**config.mk**
```make
export PLATFORM = sky130hd
export DESIGN_NAME = chunked_segmented_prefix_sum_core
export DESIGN_NICKNAME = d
export VERILOG_FILES = /design/src/rtl/csps_pkg.sv /design/src/rtl/chunked_segmented_prefix_sum_core.sv /design/src/rtl/csps_ram.sv /design/src/rtl/csps_fadd.sv
export VERILOG_INCLUDE_DIRS = /design/src /design/src/rtl
export SDC_FILE = /design/constraint.sdc
export NUM_CORES = 2
export LEC_CHECK = 0
export ABC_AREA = 1
export BUFFER_PORTS_ARGS = -buffer_cell sky130_fd_sc_hd__buf_4
export CORE_UTILIZATION = 60
export CTS_BUF_LIST = sky130_fd_sc_hd__clkbuf_4
export CTS_CLUSTER_SIZE = 24
export DETAILED_ROUTE_END_ITERATION = 6
export PLACE_DENSITY_LB_ADDON = 0.15
export SETUP_SLACK_MARGIN = 0.4
export SLEW_MARGIN = 20
export SYNTH_ARGS = -nofsm -noshare
export SYNTH_HDL_FRONTEND = slang
export SYNTH_HIERARCHICAL = 1
export SYNTH_SLANG_ARGS = --single-unit
```
**constraint.sdc**
```tcl
create_clock -name clk_i -period 23 [get_ports clk_i]
set_input_delay 3.45 -clock clk_i [delete_from_list [all_inputs] [get_ports clk_i]]
set_output_delay 3.45 -clock clk_i [all_outputs]
set_load 0.05 [all_outputs]
```
**src/rtl/chunked_segmented_prefix_sum_core_macros.svh**
```systemverilog
// Assertion helpers used by the prefix-sum core.
`ifndef CHUNKED_SEGMENTED_PREFIX_SUM_CORE_MACROS_SVH
`define CHUNKED_SEGMENTED_PREFIX_SUM_CORE_MACROS_SVH

// Property that holds at every clock edge outside reset.
`define CSPS_ASSERT(lbl, cond) \
  lbl: assert property (@(posedge clk_i) disable iff (!rst_ni) (cond)) \
    else $error("assertion failed");

// Condition in one cycle implies a consequence in the next.
`define CSPS_ASSERT_NEXT(lbl, ante, cons) \
  lbl: assert property (@(posedge clk_i) disable iff (!rst_ni) (ante) |=> (cons)) \
    else $error("assertion failed");

`endif

```
**src/rtl/csps_pkg.sv**
```systemverilog
`default_nettype none
package csps_pkg;

  // Defaults and reset values
  localparam int unsigned MaxHeadsDef = 64;
  localparam logic [15:0] ChunkReset  = 16'd64;
  localparam logic [6:0]  HeadsReset  = 7'd1;

  // Register indexes (byte address / 4)
  typedef enum logic [1:0] {
    REG_CHUNK = 2'd0,
    REG_HEADS = 2'd1,
    REG_BF16  = 2'd2,
    REG_NONE  = 2'd3
  } reg_idx_e;

  // fp32 constants
  localparam logic [31:0] FpZero    = 32'h0000_0000;
  localparam logic [31:0] FpDefNan  = 32'hFFC0_0000;
  localparam logic [31:0] FpQuietBit = 32'h0040_0000;
  localparam logic [7:0]  FpExpMax  = 8'hFF;

  // Adder stage after operand swap
  typedef struct packed {
    logic        spec;
    logic [31:0] spec_val;
    logic        sign;
    logic        sub;
    logic [7:0]  exp;
    logic [23:0] mant_l;
    logic [23:0] mant_s;
    logic [7:0]  diff;
  } fadd_swap_t;

  // Adder stage after add
  typedef struct packed {
    logic        spec;
    logic [31:0] spec_val;
    logic        sign;
    logic        sub;
    logic [7:0]  exp;
    logic [27:0] sum;
  } fadd_sum_t;

  // Adder stage after normalization
  typedef struct packed {
    logic        spec;
    logic [31:0] spec_val;
    logic        sign;
    logic [9:0]  exp;
    logic [26:0] mant;
  } fadd_norm_t;

endpackage
`default_nettype wire

```
**src/rtl/chunked_segmented_prefix_sum_core.sv**
```systemverilog
`default_nettype none
// Chunked segmented prefix sum: per-head fp32 running sums over time-major
// interleaved heads, restarted at each sequence start and every chunk_length
// steps. Sums live in a one-port-read, one-port-write RAM; each beat reads its
// head's sum, passes a three-register fp32 adder and writes back. The result
// passes the RAM data stage, the three adder registers and the output register.
// A beat whose head is still in that read-add-write loop waits. One beat per
// cycle is sustained when head_count is 5 or more and the output is not
// stalled. Valid bits per head make never-written sums read as zero; there is
// no clearing pass after reset.
`include "chunked_segmented_prefix_sum_core_macros.svh"
module chunked_segmented_prefix_sum_core #(
  parameter int unsigned MAX_HEADS = csps_pkg::MaxHeadsDef
) (
  input  wire logic        clk_i,
  input  wire logic        rst_ni,
  input  wire logic        psel,
  input  wire logic        penable,
  input  wire logic        pwrite,
  input  wire logic [3:0]  paddr,
  input  wire logic [31:0] pwdata,
  output logic      [31:0] prdata,
  output logic             pready,
  input  wire logic        in_valid_i,
  output logic             in_stall_o,
  input  wire logic [31:0] value_i,
  input  wire logic        sequence_start_i,
  output logic             out_valid_o,
  input  wire logic        out_stall_i,
  output logic      [31:0] running_sum_o
);
  import csps_pkg::*;

  localparam int unsigned HW = (MAX_HEADS > 1) ? $clog2(MAX_HEADS) : 1;

  // Configuration registers
  logic [15:0] chunk_q;
  logic [6:0]  heads_q;
  logic        bf16_q;
  reg_idx_e    ridx;

  assign pready = 1'b1;
  assign ridx   = reg_idx_e'(paddr[3:2]);

  always_ff @(posedge clk_i or negedge rst_ni) begin
    if (!rst_ni) begin
      chunk_q <= ChunkReset;
      heads_q <= HeadsReset;
      bf16_q  <= 1'b0;
    end else if (psel && penable && pwrite) begin
      case (ridx)
        REG_CHUNK: chunk_q <= pwdata[15:0];
        REG_HEADS: heads_q <= pwdata[6:0];
        REG_BF16:  bf16_q  <= pwdata[0];
        default: ;
      endcase
    end
  end

  always_comb begin
    case (ridx)
      REG_CHUNK: prdata = {16'd0, chunk_q};
      REG_HEADS: prdata = {25'd0, heads_q};
      REG_BF16:  prdata = {31'd0, bf16_q};
      default:   prdata = 32'd0;
    endcase
  end

  // Position tracking
  logic [HW-1:0] pos_q, pos_d, h_cur;
  logic [15:0]   step_q, step_d, st_cur;
  logic [HW:0]   heads_eff, h_next;
  logic [16:0]   chunk_eff, step_inc;

  // Pipeline tags: s1 = RAM data stage, t2..t4 = adder registers
  logic          s1_v_q, t2_v_q, t3_v_q, t4_v_q;
  logic [HW-1:0] s1_h_q, t2_h_q, t3_h_q, t4_h_q;
  logic          s1_z_q;
  logic [31:0]   s1_b_q;
  logic [MAX_HEADS-1:0] vld_q;

  logic        advance, conflict, accept;
  logic [31:0] rdata, add_a, add_sum;

  always_comb begin
    h_cur  = sequence_start_i ? '0 : pos_q;
    if ({1'b0, h_cur} >= (HW+1)'(MAX_HEADS)) begin
      h_cur = '0;
    end
    st_cur = sequence_start_i ? 16'd0 : step_q;
    if (heads_q == 7'd0) begin
      heads_eff = (HW+1)'(1);
    end else if (int'(heads_q) > int'(MAX_HEADS)) begin
      heads_eff = (HW+1)'(MAX_HEADS);
    end else begin
      heads_eff = (HW+1)'(heads_q);
    end
    chunk_eff = (chunk_q == 16'd0) ? 17'd1 : {1'b0, chunk_q};
    h_next    = {1'b0, h_cur} + (HW+1)'(1);
    step_inc  = {1'b0, st_cur} + 17'd1;
    if (h_next >= heads_eff) begin
      pos_d  = '0;
      step_d = (step_inc >= chunk_eff) ? 16'd0 : step_inc[15:0];
    end else begin
      pos_d  = h_next[HW-1:0];
      step_d = st_cur;
    end
  end

  // Interlock: the head must not be anywhere in the read-add-write loop
  assign advance  = !out_valid_o || !out_stall_i;
  assign conflict = (s1_v_q && s1_h_q == h_cur) || (t2_v_q && t2_h_q == h_cur) ||
                    (t3_v_q && t3_h_q == h_cur) || (t4_v_q && t4_h_q == h_cur);
  assign in_stall_o = !advance || conflict;
  assign accept     = in_valid_i && !in_stall_o;

  always_ff @(posedge clk_i or negedge rst_ni) begin
    if (!rst_ni) begin
      pos_q  <= '0;
      step_q <= 16'd0;
    end else if (accept) begin
      pos_q  <= pos_d;
      step_q <= step_d;
    end
  end

  // Tag pipeline
  always_ff @(posedge clk_i or negedge rst_ni) begin
    if (!rst_ni) begin
      s1_v_q <= 1'b0;
      t2_v_q <= 1'b0;
      t3_v_q <= 1'b0;
      t4_v_q <= 1'b0;
    end else if (advance) begin
      s1_v_q <= accept;
      t2_v_q <= s1_v_q;
      t3_v_q <= t2_v_q;
      t4_v_q <= t3_v_q;
    end
  end

  always_ff @(posedge clk_i) begin
    if (advance) begin
      s1_h_q <= h_cur;
      s1_z_q <= (st_cur == 16'd0) || !vld_q[h_cur];
      s1_b_q <= bf16_q ? {value_i[15:0], 16'd0} : value_i;
      t2_h_q <= s1_h_q;
      t3_h_q <= t2_h_q;
      t4_h_q <= t3_h_q;
    end
  end

  // Written-once marks per head
  always_ff @(posedge clk_i or negedge rst_ni) begin
    if (!rst_ni) begin
      vld_q <= '0;
    end else if (advance && t4_v_q) begin
      vld_q[t4_h_q] <= 1'b1;
    end
  end

  csps_ram #(.Width(32), .Depth(MAX_HEADS), .AddrW(HW)) u_sums (
    .clk_i   (clk_i),
    .we_i    (advance && t4_v_q),
    .waddr_i (t4_h_q),
    .wdata_i (add_sum),
    .re_i    (accept),
    .raddr_i (h_cur),
    .rdata_o (rdata)
  );

  assign add_a = s1_z_q ? FpZero : rdata;

  csps_fadd u_fadd (
    .clk_i (clk_i),
    .en_i  (advance),
    .a_i   (add_a),
    .b_i   (s1_b_q),
    .sum_o (add_sum)
  );

  // Output register
  always_ff @(posedge clk_i or negedge rst_ni) begin
    if (!rst_ni) begin
      out_valid_o <= 1'b0;
    end else if (advance) begin
      out_valid_o <= t4_v_q;
    end
  end

  always_ff @(posedge clk_i) begin
    if (advance && t4_v_q) begin
      running_sum_o <= add_sum;
    end
  end

  `CSPS_ASSERT(a_no_head_overlap, !accept || !(s1_v_q && s1_h_q == h_cur))
  `CSPS_ASSERT(a_no_rw_same_head, !(accept && advance && t4_v_q && t4_h_q == h_cur))
  `CSPS_ASSERT_NEXT(a_result_lands, advance && t4_v_q, out_valid_o)
  `CSPS_ASSERT(a_pos_in_range, {1'b0, pos_q} < (HW+1)'(MAX_HEADS))
endmodule
`default_nettype wire

```
**src/rtl/csps_ram.sv**
```systemverilog
`default_nettype none
module csps_ram #(
  parameter int unsigned Width = 32,
  parameter int unsigned Depth = 64,
  parameter int unsigned AddrW = (Depth > 1) ? $clog2(Depth) : 1
) (
  input  wire logic             clk_i,
  input  wire logic             we_i,
  input  wire logic [AddrW-1:0] waddr_i,
  input  wire logic [Width-1:0] wdata_i,
  input  wire logic             re_i,
  input  wire logic [AddrW-1:0] raddr_i,
  output logic      [Width-1:0] rdata_o
);
  logic [Width-1:0] mem_q [Depth];

  always_ff @(posedge clk_i) begin
    if (we_i) begin
      mem_q[waddr_i] <= wdata_i;
    end
    if (re_i) begin
      rdata_o <= mem_q[raddr_i];
    end
  end
endmodule
`default_nettype wire

```
**src/rtl/csps_fadd.sv**
```systemverilog
`default_nettype none
// Three-register fp32 adder, round to nearest even. Result is combinational
// from the last register; all registers advance together on en_i.
module csps_fadd (
  input  wire logic        clk_i,
  input  wire logic        en_i,
  input  wire logic [31:0] a_i,
  input  wire logic [31:0] b_i,
  output logic      [31:0] sum_o
);
  import csps_pkg::*;

  fadd_swap_t sw_d, sw_q;
  fadd_sum_t  sm_d, sm_q;
  fadd_norm_t nm_d, nm_q;

  // Unpack, special cases, order operands by magnitude
  always_comb begin
    logic a_nan, b_nan, a_inf, b_inf, a_ge;
    logic [23:0] ma, mb;
    logic [7:0]  ea, eb;
    a_nan = (a_i[30:23] == FpExpMax) && (a_i[22:0] != 23'd0);
    b_nan = (b_i[30:23] == FpExpMax) && (b_i[22:0] != 23'd0);
    a_inf = (a_i[30:23] == FpExpMax) && (a_i[22:0] == 23'd0);
    b_inf = (b_i[30:23] == FpExpMax) && (b_i[22:0] == 23'd0);
    ma = {a_i[30:23] != 8'd0, a_i[22:0]};
    mb = {b_i[30:23] != 8'd0, b_i[22:0]};
    ea = (a_i[30:23] == 8'd0) ? 8'd1 : a_i[30:23];
    eb = (b_i[30:23] == 8'd0) ? 8'd1 : b_i[30:23];
    a_ge = a_i[30:0] >= b_i[30:0];
    sw_d.spec = a_nan | b_nan | a_inf | b_inf;
    if (a_nan) begin
      sw_d.spec_val = a_i | FpQuietBit;
    end else if (b_nan) begin
      sw_d.spec_val = b_i | FpQuietBit;
    end else if (a_inf && b_inf && (a_i[31] != b_i[31])) begin
      sw_d.spec_val = FpDefNan;
    end else if (a_inf) begin
      sw_d.spec_val = a_i;
    end else begin
      sw_d.spec_val = b_i;
    end
    sw_d.sub    = a_i[31] ^ b_i[31];
    sw_d.sign   = a_ge ? a_i[31] : b_i[31];
    sw_d.exp    = a_ge ? ea : eb;
    sw_d.mant_l = a_ge ? ma : mb;
    sw_d.mant_s = a_ge ? mb : ma;
    sw_d.diff   = a_ge ? (ea - eb) : (eb - ea);
  end

  // Align smaller operand with sticky, then add or subtract
  always_comb begin
    logic [26:0] ms, sh, al;
    logic        st;
    ms = {sw_q.mant_s, 3'b000};
    sh = ms >> sw_q.diff[4:0];
    st = (sh << sw_q.diff[4:0]) != ms;
    if (sw_q.diff > 8'd26) begin
      al = {26'd0, |sw_q.mant_s};
    end else begin
      al = {sh[26:1], sh[0] | st};
    end
    sm_d.spec     = sw_q.spec;
    sm_d.spec_val = sw_q.spec_val;
    sm_d.sign     = sw_q.sign;
    sm_d.sub      = sw_q.sub;
    sm_d.exp      = sw_q.exp;
    sm_d.sum      = sw_q.sub ? ({1'b0, sw_q.mant_l, 3'b000} - {1'b0, al})
                             : ({1'b0, sw_q.mant_l, 3'b000} + {1'b0, al});
  end

  // Normalize: carry shifts right, cancellation shifts left down to exp 1
  always_comb begin
    logic [4:0] lz, shamt;
    logic [7:0] room;
    lz = 5'd27;
    for (int i = 0; i < 27; i++) begin
      if (sm_q.sum[i]) begin
        lz = 5'(26 - i);
      end
    end
    room  = sm_q.exp - 8'd1;
    shamt = ({3'b000, lz} > room) ? room[4:0] : lz;
    nm_d.spec     = sm_q.spec;
    nm_d.spec_val = sm_q.spec_val;
    if (sm_q.sum == 28'd0) begin
      nm_d.sign = sm_q.sub ? 1'b0 : sm_q.sign;
    end else begin
      nm_d.sign = sm_q.sign;
    end
    if (sm_q.sum[27]) begin
      nm_d.mant = {sm_q.sum[27:2], sm_q.sum[1] | sm_q.sum[0]};
      nm_d.exp  = {2'b00, sm_q.exp} + 10'd1;
    end else begin
      nm_d.mant = sm_q.sum[26:0] << shamt;
      nm_d.exp  = {2'b00, sm_q.exp} - {5'd0, shamt};
    end
  end

  // Round to nearest even and pack
  always_comb begin
    logic        up;
    logic [24:0] m;
    logic [9:0]  e;
    up = nm_q.mant[2] & (nm_q.mant[1] | nm_q.mant[0] | nm_q.mant[3]);
    m  = {1'b0, nm_q.mant[26:3]} + {24'd0, up};
    e  = nm_q.exp;
    if (m[24]) begin
      m = m >> 1;
      e = e + 10'd1;
    end
    if (nm_q.spec) begin
      sum_o = nm_q.spec_val;
    end else if (e >= 10'd255) begin
      sum_o = {nm_q.sign, FpExpMax, 23'd0};
    end else if (!m[23]) begin
      sum_o = {nm_q.sign, 8'd0, m[22:0]};
    end else begin
      sum_o = {nm_q.sign, e[7:0], m[22:0]};
    end
  end

  always_ff @(posedge clk_i) begin
    if (en_i) begin
      sw_q <= sw_d;
      sm_q <= sm_d;
      nm_q <= nm_d;
    end
  end
endmodule
`default_nettype wire
```
Word level (Yosys, flattened, before mapping)

Memory sizes are Yosys's and may differ from the RTL's. A register that Yosys moved wholly into a read port is not among the register bits.
Cells that the tools add are included.

Multiplexer cells: 66
$lt $le $gt $ge: 10
Reduce and logical (&&, ||, !) cells: 44
Shift-type cells: 3
Eq/ne operators: 10
$add $sub $neg: 11
Bitwise operators: 10

Operator list:

| kind                | count |
|---|---|
| $mux W32            | 7 |
| $mux W5             | 17 |
| $mux W24            | 3 |
| $mux W16            | 4 |
| $or A64 B64 Y64     | 1 |
| $mux W31            | 2 |
| $shl A27 B5 Y27     | 2 |
| $pmux W16 S3        | 1 |
| $logic_not A23 Y1   | 2 |
| $reduce_bool A23 Y1 | 2 |
| $mux W37            | 1 |
| $logic_not A16 Y1   | 2 |
| $mux W4             | 8 |
| $mux W8             | 4 |
| $ge A31 B31 Y1      | 1 |
| $add A27 B27 Y28    | 1 |
| $logic_not A28 Y1   | 1 |
| $mux W28            | 1 |
| $sub A27 B27 Y28    | 1 |
| $mux W27            | 1 |
| $ne A27 B27 Y1      | 1 |
| $shr A27 B5 Y27     | 1 |
| $add A24 B1 Y25     | 1 |
| $eq A6 B6 Y1        | 4 |
| 39 further kinds    | 85 |

Output and inout port bits: 67
Bits in registers: 445
Logic and storage cells: 195
Bits in writable memories: 2048
Memories kept: 1

Memory list:

| memory       | words | bits a word | read ports | clocked after memory_dff | wr ports | RTL line       | RTL |
|---|---|---|---|---|---|---|---|
| u_sums.mem_q | 64    | 32          | 1          | 1                        | 1        | csps_ram.sv:15 | `logic [Width-1:0] mem_q [Depth];` |

Longest topological paths before layout

Depth after elaboration: 31
Gate-level depth with buffers: 46
Gate-level depth less buffers: 45

Cells and area by module

Netlist, hierarchy kept.

Modules (own cells, without submodules):

| module                            | times used | cells an instance | area each (sq um) |
|---|---|---|---|
| csps_ram                          | 1          | 6769              | 83058.4 |
| csps_fadd                         | 1          | 2584              | 19298.5 |
| chunked_segmented_prefix_sum_core | 1          | 1196              | 10337.4 |

Worst setup path after synthesis

OpenSTA, ideal clock, no wires.

Kind: input port to flip-flop
From: input out_stall_i
To: memory u_sums.mem_q[48][0] (enable)
Data arrival time: 16.433 ns
Stages on the path: 6
Path slack: 6.065 ns
Cells stage by stage: nand2_1 inv_1 nor2_1 clkbuf_1 nand4_1 nor4_1

Longest elaborated chain between the ends: 5

RTL lines:

| element                       | RTL line                                 | RTL |
|---|---|---|
| start, declared               | chunked_segmented_prefix_sum_core.sv:29  | `input wire logic out_stall_i,` |
| $logic_not A1 Y1              | chunked_segmented_prefix_sum_core.sv:111 | `assign advance = !out_valid_o \|\| !out_stall_i;` |
| $logic_or A1 B1 Y1            | chunked_segmented_prefix_sum_core.sv:111 |  |
| $logic_and A1 B1 Y1           | chunked_segmented_prefix_sum_core.sv:164 | `.we_i (advance && t4_v_q),` |
| $mux W1                       | csps_ram.sv:18                           | `if (we_i) begin` |
| $mux W1 (implied by the code) | csps_ram.sv:19                           | `mem_q[waddr_i] <= wdata_i;` |
| end, declared                 | csps_ram.sv:15                           |  |

Every way passes these cells.

Worst setup path after layout

From: input sequence_start_i
To: output in_stall_o

Longest elaborated chain between the ends: 7

RTL lines:

| element                         | RTL line                                 | RTL |
|---|---|---|
| start, declared                 | chunked_segmented_prefix_sum_core.sv:27  | `input wire logic sequence_start_i,` |
| $mux W6 (*)                     | chunked_segmented_prefix_sum_core.sv:86  | `h_cur = sequence_start_i ? '0 : pos_q;` |
| via h_cur[0]                    | chunked_segmented_prefix_sum_core.sv:70  | `logic [HW-1:0] pos_q, pos_d, h_cur;` |
| $eq A6 B6 Y1                    | chunked_segmented_prefix_sum_core.sv:112 | `assign conflict = (s1_v_q && s1_h_q == h_cur) \|\| (t2_v_q && t2_h_q == h_cur) \|\|` |
| $logic_and A1 B1 Y1             | chunked_segmented_prefix_sum_core.sv:112 |  |
| $logic_or A1 B1 Y1 (2 in a row) | chunked_segmented_prefix_sum_core.sv:112 |  |
| $logic_or A1 B1 Y1 (*)          | chunked_segmented_prefix_sum_core.sv:113 | `(t3_v_q && t3_h_q == h_cur) \|\| (t4_v_q && t4_h_q == h_cur);` |
| $logic_or A1 B1 Y1 (*)          | chunked_segmented_prefix_sum_core.sv:114 | `assign in_stall_o = !advance \|\| conflict;` |
| end, declared                   | chunked_segmented_prefix_sum_core.sv:25  | `output logic in_stall_o,` |

The timed path passes the listed nets; every way through them passes the cells marked *.

==> impl_metrics.ini <==
[clock_tree]
clk_latency_ps = 1430
hold_buffers = 0
cts_buffers = 646
ctsResizeCount = 0
cts_setup_buffers = 0
cts_tree = done
root_buffer = clkbuf_4
path_clk_slew_ps = 60
max-clock-path-buffers = 4
cts_htree_levels = 6
clock_sinks = 2525

[placed_design]
portBuffers = 107
dp_hpwl_um = 184000
place.gp.congestion = 0.938

[critical_path]
crit_required_ps = 19550
crit_fanout = 79
worstSetupStartpointType = input port
arrival_ps = 6400
endpoint_kind = output port
criticalPathCategory = in2out

[synthesis]
synth-seq-cells = 2525
synth_cells = 10500
synth_ff_type = edfxtp_1
synthesis.area_sq_um = 113000
yosys_warnings = 6
synth-edff-count = 2410
synth_cell_types = 74
syn_avg_cell_area_sq_um = 10.7
async_reset_ff_frac = 0.0455
ys_seq_area_frac = 0.668

[route]
viasPerCell = 6.04
drtIter0Drc = 10800
routed_wl_um = 324000
wl_per_cell_um = 23.5
drc = 0
ant_nets = 0
via_count = 83200
firstDrtPassIters = 7

[floorplan]
io_pins = 143
fp.dieW_um = 435
core_sq_um = 186000
fp.dieH_um = 435
start_util = 0.606
dieArea_sq_um = 190000
rows = 158

[layout]
area_growth_pct = 9.53
fillers = 14200
fin_util = 0.664
final_cell_mix = 3,057 x nand2_1, 2,410 x nand3_1, 2,410 x edfxtp_1
mostFrequentLayoutCell = nand2_1
nets = 11100
drive_gt1_frac = 0.127

[timing]
drv_slew = 0
fin_crit_sh = 0.428
relSlewSlack = 0.168
setup_tns_ps = 0
rsz0062_at_grt = false
hold_viol = 0
fin_skew_ps = 125
setup_viol = 0
worst_pin_slew_ps = 1250
fmax_mhz = 102
period_needed_ps = 9850

[grt]
overflow = 0
grt_max_degree = 279
antenna_found_initial = 15
grt_pass1_wl_um = 479000
grt_pass1_vias = 78500
grt_usage = 0.337

[flow_run]
max_cap_violations = 0

[power]
irDropWorstVdd_v = 0.000140
p_leak_nw = 47.3
seq_power_share = 0.422
combPwrFrac = 0.355
switching_share = 0.398
p_clk_frac = 0.223
p_sw_mw = 6.50
p_per_area_nw_per_um2 = 132
p_int_mw = 9.83

[min_path]
min_path_type = reg2reg

[status]
run_status = complete, no violations
[layout make-up]
cell class | instances | area (sq um) | share of cell area
antenna | 21 | 52.6 | 0.000426
clock buffer | 919 | 6900 | 0.0559
clock inverter | 134 | 751 | 0.00608
inverter | 502 | 1940 | 0.0157
multi-input combinational | 6902 | 33100 | 0.269
sequential | 2525 | 75200 | 0.610
tap | 2480 | 3100 | 0.0251
timing repair buffer | 290 | 2280 | 0.0185
[cell usage after synthesis, types with 39 or more instances]
library cell,n,share of area
dfrtp_1,113,0.025
buf_1,61,0.0020
edfxtp_1,2410,0.64
a21oi_1,184,0.0082
nand4_1,59,0.0033
xor2_1,60,0.0047
inv_1,477,0.016
clkbuf_1,168,0.0056
nand3_1,2410,0.11
nor2_1,346,0.012
ha_1,135,0.015
o21ai_0,273,0.012
buf_4,68,0.0045
o21bai_1,39,0.0026
buf_2,321,0.014
nand2_1,3061,0.10
[critical path: stages]
cell     delay (ps)
buf_4           210
nor2_4          470
buf_4           540
buf_4           740
nand2_1         110
nand2_1         100
nor2_1           40
nand2_1          50
nor2_1           60
nor2_4          140
nand3_1         160
buf_4           240
[path summary, 6_finish.rpt]
check	startpoint	to	slack (ps)	cells past startpoint
setup reg to reg	pos_q[0]	u_sums/rdata_o[27]	16120	16
min in group asynchronous	rst_ni	step_q[15]	2030	1
hold reg to reg	u_fadd/nm_d[63]	u_fadd/nm_q[63]	390	0
hold / removal	u_fadd/nm_d[63]	u_fadd/nm_q[63]	390	0
max in group asynchronous	rst_ni	out_valid_o	19610	2
setup / recovery	sequence_start_i	in_stall_o	13150	12
[kinds of logic after synthesis]
family	after synthesis	share of synthesized area
xor+xnor	75	0.00583
fa+ha+maj	139	0.0157
buf+inv	1137	0.0451
other cells	2	0.0000666
simple gates	6015	0.232
compound gates	651	0.0328
mux	5	0.000444
flops	2525	0.668
[per-stage QoR]
stage	worst slack [ps]	cell area, sq um	hold WS (ps)	power, mW	instances
2_1_floorplan	6060	113000	400	10.4	10600
3_3_place_gp	12640	116000	402	12.5	12700
3_5_place_dp	12620	116000	405	12.6	12700
4_1_cts	12730	123000	411	16.3	13800
5_1_grt	12980	123000	409	17.1	13800
6_report	13150	123000	389	16.3	13800
[layer usage]
layer / vias to the layer above / wire, um / global-route usage
met4: 4 / 12600 / 0.142
li1: 37900 / - / -
met3: 626 / 36200 / 0.0746
met1: 40000 / 131000 / 0.483
met2: 4654 / 144000 / 0.500
met5: - / 34 / 0
[power by group through the flow]
stage                     registers, mW  logic, mW  clock network (mW)
final                              6.89       5.79                3.65
after global routing               6.93       6.27                3.93
after CTS                          6.88       5.68                3.71
after detailed placement           6.98       5.66                   0
after global placement             6.97       5.56                   0
after floorplan                    7.02       3.42                   0
[registers in the layout (all words and copies together), names as in the netlist, 33 cells and up]
signal        count
u_fadd/nm_d      33
u_fadd/sw_q      56
u_fadd/sm_d      43
u_fadd/sm_q      38
vld_q            64
u_sums/mem_q   2048
u_fadd/nm_q      71
Note: power is estimated with default switching activity, not from simulation.
